$ cat src/hdl/mwr_pkg.sv
// ---------------------------------------------------------------------------
// mwr_pkg
// Shared types, constants and the CRC-16/MODBUS byte update for the
// write-single-register frame builder.
// ---------------------------------------------------------------------------
`default_nettype none

package mwr_pkg;

  typedef enum logic [1:0] {
    MODE_RUN      = 2'd0,
    MODE_STOP     = 2'd1,
    MODE_SET_FREQ = 2'd2
  } mode_t;

  localparam logic [15:0] CRC_INIT          = 16'hFFFF;
  localparam logic [15:0] CRC_POLY          = 16'hA001;
  localparam logic [7:0]  FUNC_WRITE_SINGLE = 8'h06;
  localparam logic [7:0]  REG_HIGH          = 8'h00;
  localparam logic [7:0]  REG_LOW_RUN_STOP  = 8'h00;
  localparam logic [7:0]  REG_LOW_FREQ      = 8'h01;
  localparam logic [15:0] VALUE_RUN         = 16'h0001;
  localparam logic [15:0] VALUE_STOP        = 16'h0000;

  // Byte positions in transmit order
  localparam logic [2:0] BYTE_ADDR     = 3'd0;
  localparam logic [2:0] BYTE_FUNC     = 3'd1;
  localparam logic [2:0] BYTE_REG_HIGH = 3'd2;
  localparam logic [2:0] BYTE_REG_LOW  = 3'd3;
  localparam logic [2:0] BYTE_VAL_HIGH = 3'd4;
  localparam logic [2:0] BYTE_VAL_LOW  = 3'd5;
  localparam logic [2:0] BYTE_CRC_LOW  = 3'd6;
  localparam logic [2:0] BYTE_CRC_HIGH = 3'd7;

  // Variable part of one frame
  typedef struct packed {
    logic [7:0]  addr;
    logic [7:0]  reg_low;
    logic [15:0] value;
  } frame_t;

  // Handoff between command stage and serializer
  typedef struct packed {
    logic   valid;
    frame_t frame;
  } frame_req_t;

  // Fold one byte into the reflected CRC: eight shift/xor steps
  function automatic logic [15:0] crc16_byte(input logic [15:0] crc_in,
                                             input logic [7:0]  data);
    logic [15:0] acc;
    acc = crc_in ^ {8'h00, data};
    for (int k = 0; k < 8; k++) begin
      if (acc[0]) begin
        acc = (acc >> 1) ^ CRC_POLY;
      end else begin
        acc = acc >> 1;
      end
    end
    return acc;
  endfunction

endpackage

`default_nettype wire

$ cat src/hdl/mwr_cmd_stage.sv
// ---------------------------------------------------------------------------
// mwr_cmd_stage
// Input register: decodes a drive command into frame fields, keeps the
// latched slave address and holds one frame until the serializer takes it.
// ---------------------------------------------------------------------------
`default_nettype none

module mwr_cmd_stage
  import mwr_pkg::*;
(
  input  wire logic               clk,
  input  wire logic               rst_n,
  input  wire logic               in_valid,
  output logic                    in_stall,
  input  wire logic [1:0]         in_mode,
  input  wire logic [7:0]         in_slave_address,
  input  wire logic signed [15:0] in_frequency_tenths,
  output frame_req_t              req,
  input  wire logic               take
);

  logic       cmd_valid_r, cmd_valid_nxt;
  frame_t     frame_r, frame_nxt;
  logic [7:0] stored_addr_r, stored_addr_nxt;
  logic       accept;
  logic       is_cmd;
  frame_t     decoded;

  always_comb begin
    is_cmd  = 1'b1;
    decoded = frame_r;
    unique case (in_mode)
      MODE_RUN: begin
        decoded.addr    = in_slave_address;
        decoded.reg_low = REG_LOW_RUN_STOP;
        decoded.value   = VALUE_RUN;
      end
      MODE_STOP: begin
        decoded.addr    = in_slave_address;
        decoded.reg_low = REG_LOW_RUN_STOP;
        decoded.value   = VALUE_STOP;
      end
      MODE_SET_FREQ: begin
        decoded.addr    = stored_addr_r;
        decoded.reg_low = REG_LOW_FREQ;
        decoded.value   = $unsigned(in_frequency_tenths);
      end
      default: begin
        is_cmd = 1'b0;  // unused code: drop the command
      end
    endcase
  end

  always_comb begin
    in_stall        = cmd_valid_r && !take;
    accept          = in_valid && !in_stall;
    cmd_valid_nxt   = cmd_valid_r && !take;
    frame_nxt       = frame_r;
    stored_addr_nxt = stored_addr_r;
    if (accept && is_cmd) begin
      cmd_valid_nxt = 1'b1;
      frame_nxt     = decoded;
      if (in_mode != MODE_SET_FREQ) begin
        stored_addr_nxt = in_slave_address;
      end
    end
    req.valid = cmd_valid_r;
    req.frame = frame_r;
  end

  always_ff @(posedge clk) begin
    if (!rst_n) begin
      cmd_valid_r   <= 1'b0;
      stored_addr_r <= 8'h00;
    end else begin
      cmd_valid_r   <= cmd_valid_nxt;
      stored_addr_r <= stored_addr_nxt;
    end
    frame_r <= frame_nxt;
  end

endmodule

`default_nettype wire

$ cat src/hdl/mwr_serializer.sv
// ---------------------------------------------------------------------------
// mwr_serializer
// Emits the eight frame bytes one per transfer through an output register,
// folding each header byte into the running CRC as it is loaded.
// ---------------------------------------------------------------------------
`default_nettype none

module mwr_serializer
  import mwr_pkg::*;
(
  input  wire logic        clk,
  input  wire logic        rst_n,
  input  wire frame_req_t  req,
  output logic             take,
  output logic             out_valid,
  input  wire logic        out_stall,
  output logic [7:0]       out_frame_byte,
  output logic             out_last_byte
);

  logic        active_r, active_nxt;
  logic [2:0]  idx_r, idx_nxt;
  frame_t      frame_r, frame_nxt;
  logic [15:0] crc_r, crc_nxt;
  logic        out_valid_r, out_valid_nxt;
  logic [7:0]  out_byte_r, out_byte_nxt;
  logic        out_last_r, out_last_nxt;
  logic        advance;
  logic [7:0]  cur_byte;

  // Byte at the current position of the frame in flight
  always_comb begin
    case (idx_r)
      BYTE_ADDR:     cur_byte = frame_r.addr;
      BYTE_FUNC:     cur_byte = FUNC_WRITE_SINGLE;
      BYTE_REG_HIGH: cur_byte = REG_HIGH;
      BYTE_REG_LOW:  cur_byte = frame_r.reg_low;
      BYTE_VAL_HIGH: cur_byte = frame_r.value[15:8];
      BYTE_VAL_LOW:  cur_byte = frame_r.value[7:0];
      BYTE_CRC_LOW:  cur_byte = crc_r[7:0];
      BYTE_CRC_HIGH: cur_byte = crc_r[15:8];
      default:       cur_byte = crc_r[15:8];
    endcase
  end

  always_comb begin
    advance       = !out_valid_r || !out_stall;
    take          = advance && !active_r && req.valid;
    active_nxt    = active_r;
    idx_nxt       = idx_r;
    frame_nxt     = frame_r;
    crc_nxt       = crc_r;
    out_valid_nxt = out_valid_r && out_stall;
    out_byte_nxt  = out_byte_r;
    out_last_nxt  = out_last_r;

    if (advance && active_r) begin
      out_valid_nxt = 1'b1;
      out_byte_nxt  = cur_byte;
      out_last_nxt  = (idx_r == BYTE_CRC_HIGH);
      idx_nxt       = idx_r + 3'd1;
      if (idx_r < BYTE_CRC_LOW) begin
        crc_nxt = crc16_byte(crc_r, cur_byte);
      end
      if (idx_r == BYTE_CRC_HIGH) begin
        active_nxt = 1'b0;
      end
    end else if (take) begin
      // Start a new frame: send the address byte straight away
      active_nxt    = 1'b1;
      frame_nxt     = req.frame;
      out_valid_nxt = 1'b1;
      out_byte_nxt  = req.frame.addr;
      out_last_nxt  = 1'b0;
      idx_nxt       = BYTE_FUNC;
      crc_nxt       = crc16_byte(CRC_INIT, req.frame.addr);
    end
  end

  always_ff @(posedge clk) begin
    if (!rst_n) begin
      active_r    <= 1'b0;
      out_valid_r <= 1'b0;
      idx_r       <= BYTE_ADDR;
    end else begin
      active_r    <= active_nxt;
      out_valid_r <= out_valid_nxt;
      idx_r       <= idx_nxt;
    end
    frame_r    <= frame_nxt;
    crc_r      <= crc_nxt;
    out_byte_r <= out_byte_nxt;
    out_last_r <= out_last_nxt;
  end

  assign out_valid      = out_valid_r;
  assign out_frame_byte = out_byte_r;
  assign out_last_byte  = out_last_r;

endmodule

`default_nettype wire

$ cat src/hdl/modbus_write_register_frame_builder.sv
// ---------------------------------------------------------------------------
// modbus_write_register_frame_builder
// Turns drive commands into Modbus RTU write-single-register frames.
// ---------------------------------------------------------------------------
// Each accepted run, stop or set-frequency command yields eight bytes on the
// out_ channel: address, 0x06, 0x00, register low, value high, value low,
// CRC low, CRC high, with out_last_byte set on the CRC high byte. Mode 3 is
// accepted and dropped. Set frequency uses the address latched by the last
// run or stop (zero after reset). The serializer sends one byte per cycle
// while out_stall is low, and frames follow each other with no gap; one
// further command waits in the input register while a frame is going out,
// and in_stall rises only when that register is full. The CRC is updated
// one byte per cycle unless stalled, as header bytes load the output register.
// ---------------------------------------------------------------------------
`default_nettype none

module modbus_write_register_frame_builder
  import mwr_pkg::*;
(
  input  wire logic               clk,
  input  wire logic               rst_n,
  input  wire logic               in_valid,
  output logic                    in_stall,
  input  wire logic [1:0]         in_mode,
  input  wire logic [7:0]         in_slave_address,
  input  wire logic signed [15:0] in_frequency_tenths,
  output logic                    out_valid,
  input  wire logic               out_stall,
  output logic [7:0]              out_frame_byte,
  output logic                    out_last_byte
);

  frame_req_t req;
  logic       take;

  mwr_cmd_stage u_cmd (
    .clk                 (clk),
    .rst_n               (rst_n),
    .in_valid            (in_valid),
    .in_stall            (in_stall),
    .in_mode             (in_mode),
    .in_slave_address    (in_slave_address),
    .in_frequency_tenths (in_frequency_tenths),
    .req                 (req),
    .take                (take)
  );

  mwr_serializer u_ser (
    .clk            (clk),
    .rst_n          (rst_n),
    .req            (req),
    .take           (take),
    .out_valid      (out_valid),
    .out_stall      (out_stall),
    .out_frame_byte (out_frame_byte),
    .out_last_byte  (out_last_byte)
  );

endmodule

`default_nettype wire

$ cat config.mk
export PLATFORM = sky130hd
export DESIGN_NAME = modbus_write_register_frame_builder
export DESIGN_NICKNAME = d
export VERILOG_FILES = /design/src/hdl/mwr_pkg.sv /design/src/hdl/mwr_cmd_stage.sv /design/src/hdl/mwr_serializer.sv /design/src/hdl/modbus_write_register_frame_builder.sv
export SDC_FILE = /design/constraint.sdc
export NUM_CORES = 1
export LEC_CHECK = 0
export ABC_AREA = 1
export BUFFER_PORTS_ARGS = -buffer_cell sky130_fd_sc_hd__buf_2
export CAP_MARGIN = 40
export CORE_MARGIN = 2
export CORE_UTILIZATION = 55
export CTS_CLUSTER_DIAMETER = 40
export DETAILED_ROUTE_END_ITERATION = 10
export GPL_TIMING_DRIVEN = 0
export HOLD_SLACK_MARGIN = 0.12
export PLACE_DENSITY = 0.74
export SLEW_MARGIN = 40
export SYNTH_ARGS = -nofsm -noshare
export SYNTH_HDL_FRONTEND = slang
export SYNTH_HIERARCHICAL = 1
export SYNTH_SLANG_ARGS = --single-unit
$ cat constraint.sdc
create_clock -name clk -period 8 [get_ports clk]
set_input_delay 1.2 -clock clk [delete_from_list [all_inputs] [get_ports clk]]
set_output_delay 1.2 -clock clk [all_outputs]
set_load 0.01 [all_outputs]
# --- After elaboration in Yosys (flattened, before gate mapping) ---
# Index checks and enable logic that the tools add are counted.
totals:
  ff_bits: 103
  inputBits: 30
  out_inout_bits: 11
  word_cells: 132
op_classes:
  n_addsub: 1
  order_cmp: 1
  eq_ne: 12
  mux: 62
  bitwise: 19
  reduce_logical: 23
op_table:
  columns: ["operator", "n"]
  rows:
  - ["$mux 16", 47]
  - ["$pmux 32 s3", 1]
  - ["$pmux 8 s8", 1]
  - ["$not 2->3", 16]
  - ["$mux 8", 2]
  - ["$not 8->16", 1]
  - ["$xor 16x8->16", 1]
  - ["$eq 3x3->1 const B", 4]
  - ["$reduce_and 2->1", 5]
  - ["$mux 1", 9]
  - ["$logic_and 1x1->1", 7]
  - ["$eq 3x2->1 const B", 2]
  - ["$mux 3", 2]
  - ["$ne 2x2->1 const B", 3]
  - ["$logic_not 1->1", 5]
  - ["$add 3x1->3 const B", 1]
  - ["$eq 3x1->1 const B", 1]
  - ["$logic_not 3->1", 1]
  - ["$lt 3x3->1 const B", 1]
  - ["$reduce_bool 3->1", 1]
  - ["$reduce_or 3->1", 1]
  - ["$eq 2x1->1 const B", 1]
  - ["$eq 2x2->1 const B", 1]
  - ["$logic_not 2->1", 1]
  - ["3 further kinds", 3]

# --- Depth between registers and ports, before layout ---
logic_depth:
  ltp_word: 35
  depth_mapped: 23
  ltp_nobuf: 22

# --- By module ---
# Netlist, hierarchy kept.
by_module_without_submodules:
  columns: ["mod", "n_inst", "cells_each", "area_per_inst_um2", "seq_area_each_um2"]
  rows:
  - ["mwr_serializer", 1, 364, 3300.7, 1811.7]
  - ["mwr_cmd_stage", 1, 160, 1552.7, 930.9]

# --- Least setup slack after synthesis ---
# OpenSTA, ideal clock, no wires.
synth_path:
  path_type: "input -> register"
  startpoint: "in out_stall"
  endpoint: "reg u_cmd.frame_r (netlist bit u_cmd/req[0]) (enable)"
  setup_time_ns: 0.438
  arrival_ns: 3.476
  required_time_ns: 7.562
  setup_slack_ns: 4.085
  cell_stages: 7
  n_path_buf: 0
  cell_sequence: "nand2_1 nand3_1 inv_1 inv_1 nand2_2 inv_2 nor3_1"
synth_via:
  elab_chain_cells: 10
synth_rtl:
  columns: ["element", "line_no", "source"]
  rows:
  - ["start: declaration", "modbus_write_register_frame_builder.sv:28", "input wire logic out_stall,"]
  - ["$logic_not 1->1", "mwr_serializer.sv:47", "advance = !out_valid_r || !out_stall;"]
  - ["$logic_or 1x1->1", "mwr_serializer.sv:47", null]
  - ["$logic_and 1x1->1 (2 in series)", "mwr_serializer.sv:48", "take = advance && !active_r && req.valid;"]
  - ["net take", "modbus_write_register_frame_builder.sv:34", "logic take;"]
  - ["$logic_not 1->1", "mwr_cmd_stage.sv:55", "in_stall = cmd_valid_r && !take;"]
  - ["$logic_and 1x1->1", "mwr_cmd_stage.sv:55", null]
  - ["net in_stall", "modbus_write_register_frame_builder.sv:23", "output logic in_stall,"]
  - ["$logic_not 1->1", "mwr_cmd_stage.sv:56", "accept = in_valid && !in_stall;"]
  - ["$logic_and 1x1->1", "mwr_cmd_stage.sv:56", null]
  - ["$logic_and 1x1->1", "mwr_cmd_stage.sv:60", "if (accept && is_cmd) begin"]
  - ["$reduce_and 2->1 (no source line)", null, null]
  - ["end signal: assignment", "mwr_cmd_stage.sv:79", "frame_r <= frame_nxt;"]
  - ["end: declaration", "mwr_cmd_stage.sv:23", "frame_t frame_r, frame_nxt;"]
# The timed path passes the listed nets, and every way through them passes these cells.
# A chain may end at the register's enable or synchronous reset.

# --- Worst setup path after layout ---
layout_path:
  startpoint: "in out_stall"
  endpoint: "out in_stall"
layout_via:
  elab_chain_cells: 6
layout_rtl:
  columns: ["element", "line_no"]
  rows:
  - ["$logic_not 1->1", "mwr_serializer.sv:47"]
  - ["$logic_or 1x1->1", "mwr_serializer.sv:47"]
  - ["$logic_and 1x1->1 (2 in series)", "mwr_serializer.sv:48"]
  - ["net take", "modbus_write_register_frame_builder.sv:34"]
  - ["$logic_not 1->1", "mwr_cmd_stage.sv:55"]
  - ["$logic_and 1x1->1", "mwr_cmd_stage.sv:55"]
  - ["end: declaration", "modbus_write_register_frame_builder.sv:23"]
# The timed path passes the listed nets, and every way through them passes these cells.

==> impl_metrics.yaml <==
synthesis:
  synth_edf_count: 82
  yosysUniqueCellTypes: 36
  ys_seq_area_share_pct: 56.5
  synth_area_sq_mm: 0.00485
  post-synth-top-count-cell: "nand2_1"
  yosysTopAreaCell: "edfxtp_1"
  avgSynthCellArea_sq_um: 9.26
  ys_ff_latch: 96
  yosysWarnings: 6
  ys_top_cells_by_area: "edfxtp_1, nand2_1, inv_1"
  synth_commonest_cells: "nand2_1, edfxtp_1, inv_1"
  ys.flop_type: "edfxtp_1"
  synth_top_area_share_pct: 50.7
  synth_cells: 524
  synthArstFlopShare_pct: 0
placed_design:
  port_buffers: 40
  dpl.hpwl_microns: 7190
  place_area_sq_mm: 0.00525
  globalplace.congestion: 0.904
sta:
  setup_viol: 0
  slew-limit-headroom_pct: 53.7
  hold_viol_final: 0
  worst_pin_slew_ns: 0.694
  rsz0062_at_grt: "no"
  period_share_pct: 41.9
  period_needed_ns: 3.35
  finClkSkew_ns: 0.0176
  drv_slew: 0
  max_freq_mhz: 298
  setup_tns_ns: 0
power_and_ir_drop:
  pwr_density_cell_mw_per_mm2: 221
  vdd_drop_max_v: 0.000133
  finalPower_mw: 1.20
  p_leak_nw: 2.54
cts:
  hold_buffers: 0
  clock-sinks: 96
  path_clk_slew_ns: 0.09
  postCtsResizedCells: 0
  cts_tree: "yes"
  cts_setup_buffers: 0
  clockRootBuffer: "clkbuf_8"
  cts_buffers: 9
  htree_levels: 3
  cts_buffer_depth: 2
  clock_latency_ns: 0.36
floorplan:
  io_pins: 41
  fp.dieH_microns: 97.9
  rows: 34
  die_w_microns: 97.9
  start_util_pct: 56.2
  die-area_sq_mm: 0.00959
  core_area_sq_mm: 0.00864
route:
  num_vias: 3601
  dr.first_iter.drc_count: 181
  drc_errors: 0
  drtPass1Iterations: 5
  viasPerCell: 5.17
  ant_nets: 0
  wl_per_cell_microns: 14.0
  drt_wl_total_microns: 9730
global_routing:
  grt_pass1_vias: 3488
  antenna_found_initial: 0
  grt_pass1_wl_microns: 16200
  grt-ovfl-total: 0
  grt_start_max_net_pins: 33
  grt.total_usage_pct: 21.5
final_layout:
  fin_nets: 624
  diodes: 0
  register_area_sq_mm: 0.00274
  finish.instance_area_sq_mm: 0.00545
  drive_above_1_share_pct: 21.1
  multi_input_area_sq_mm: 0.00171
  nFillCells: 734
  area_delta_synth_final_pct: 12.3
critical_path:
  worstPathArrival_ns: 2.15
  start_kind: "input port"
  endpoint_kind: "primary output"
  path_max_fanout: 10
  cp_data_required_time_ns: 6.80
  criticalPathCategory: "in2out"
run_status:
  outcome: "complete, no violations"
worst_hold_path:
  hold_path_class: "reg2reg"
flow_run:
  drv_cap: 0
==> path summary, 6_finish.rpt <==
kind              slack, ns  cells past startpoint           start          endpoint
hold / removal         0.43                      0    u_cmd/req[0]  u_ser/frame_r[0]
setup reg to reg       5.18                     19  u_ser/idx_r[1]   u_ser/crc_r[15]
hold reg to reg        0.43                      0    u_cmd/req[0]  u_ser/frame_r[0]
setup / recovery       4.65                      8       out_stall          in_stall
==> critical path, stage by stage <==
cell	delay [ns]
buf_2	0.10
nand2_1	0.08
nand3_1	0.19
inv_1	0.13
inv_1	0.06
nand2_2	0.17
inv_2	0.08
buf_2	0.14
==> through the flow <==
stage / instances / utilization, % / setup WS (ns) / hold slack (ns)
after global routing: 697 / 63.1 / 4.52 / 0.440
after CTS: 697 / 63.1 / 4.66 / 0.428
final: 697 / 63.1 / 4.65 / 0.426
after floorplan: 530 / - / 4.09 / 0.400
after global placement: 678 / 60.3 / 3.27 / 0.401
after detailed placement: 681 / 60.8 / 4.66 / 0.405
==> power breakdown <==
group / switching (mW) / internal (mW) / total [mW] / leakage, nW
Combinational: 0.172 / 0.0900 / 0.262 / 1.56
Clock: 0.171 / 0.148 / 0.319 / 0.0956
Sequential: 0.0219 / 0.600 / 0.622 / 0.885
Total: 0.365 / 0.838 / 1.20 / 2.54
==> metal layers <==
layer  track usage [%]  wire length, microns  vias to the layer above
li1                  -                     -                     1802
met1              27.9                  4260                     1652
met2              36.1                  4670                      120
met3              3.72                   521                       27
met4              8.76                   265                        0
met5                 0                     0                        -
==> kinds of logic (layout without fill, tap and decap cells) <==
kind of cell	Yosys count	count (layout)	share of synthesized area [%]
AND/OR/NAND/NOR	258	258	24.5
buffers and inverters	102	161	9.20
flip-flops	96	96	56.5
AO/OA/AOI/OAI	49	49	5.65
adder cells (fa/ha/maj)	10	10	2.58
XOR/XNOR	8	8	1.44
other	1	7	0.0773
==> cell usage in the layout (no fill, tap or decap), drive strengths merged, types with 3 or more instances in the layout <==
master,instances
dfxtp,14
buf,59
edfxtp,82
nand4,9
nand3,37
or2,14
o21ai,22
clkbuf,15
o22ai,10
ha,10
nor2,37
nand2,159
inv,82
a21oi,9
conb,7
o21bai,3
clkinv,3
xor2,6
a31oi,3
==> registers in the layout, indices dropped and copies added, names as in the netlist <==
register	count
u_ser/out_frame_byte	8
u_ser/idx_r	3
u_ser/frame_r	32
u_ser/active_r	1
u_ser/out_last_byte	1
u_ser/crc_r	16
u_cmd/req	25
u_cmd/cmd_valid_r	1
u_cmd/stored_addr_r	8
u_ser/out_valid	1
==> layout make-up <==
type / instances / share of cell area [%]
plain buffers: 20 / 2.50
clock buffers: 11 / 2.41
clock inverters: 5 / 1.22
inverters: 82 / 5.69
multi-input cells: 332 / 31.3
flip-flops and latches: 96 / 50.3
well taps: 108 / 2.48
repair buffers: 43 / 4.04
Power figures use the tool's default switching activity.
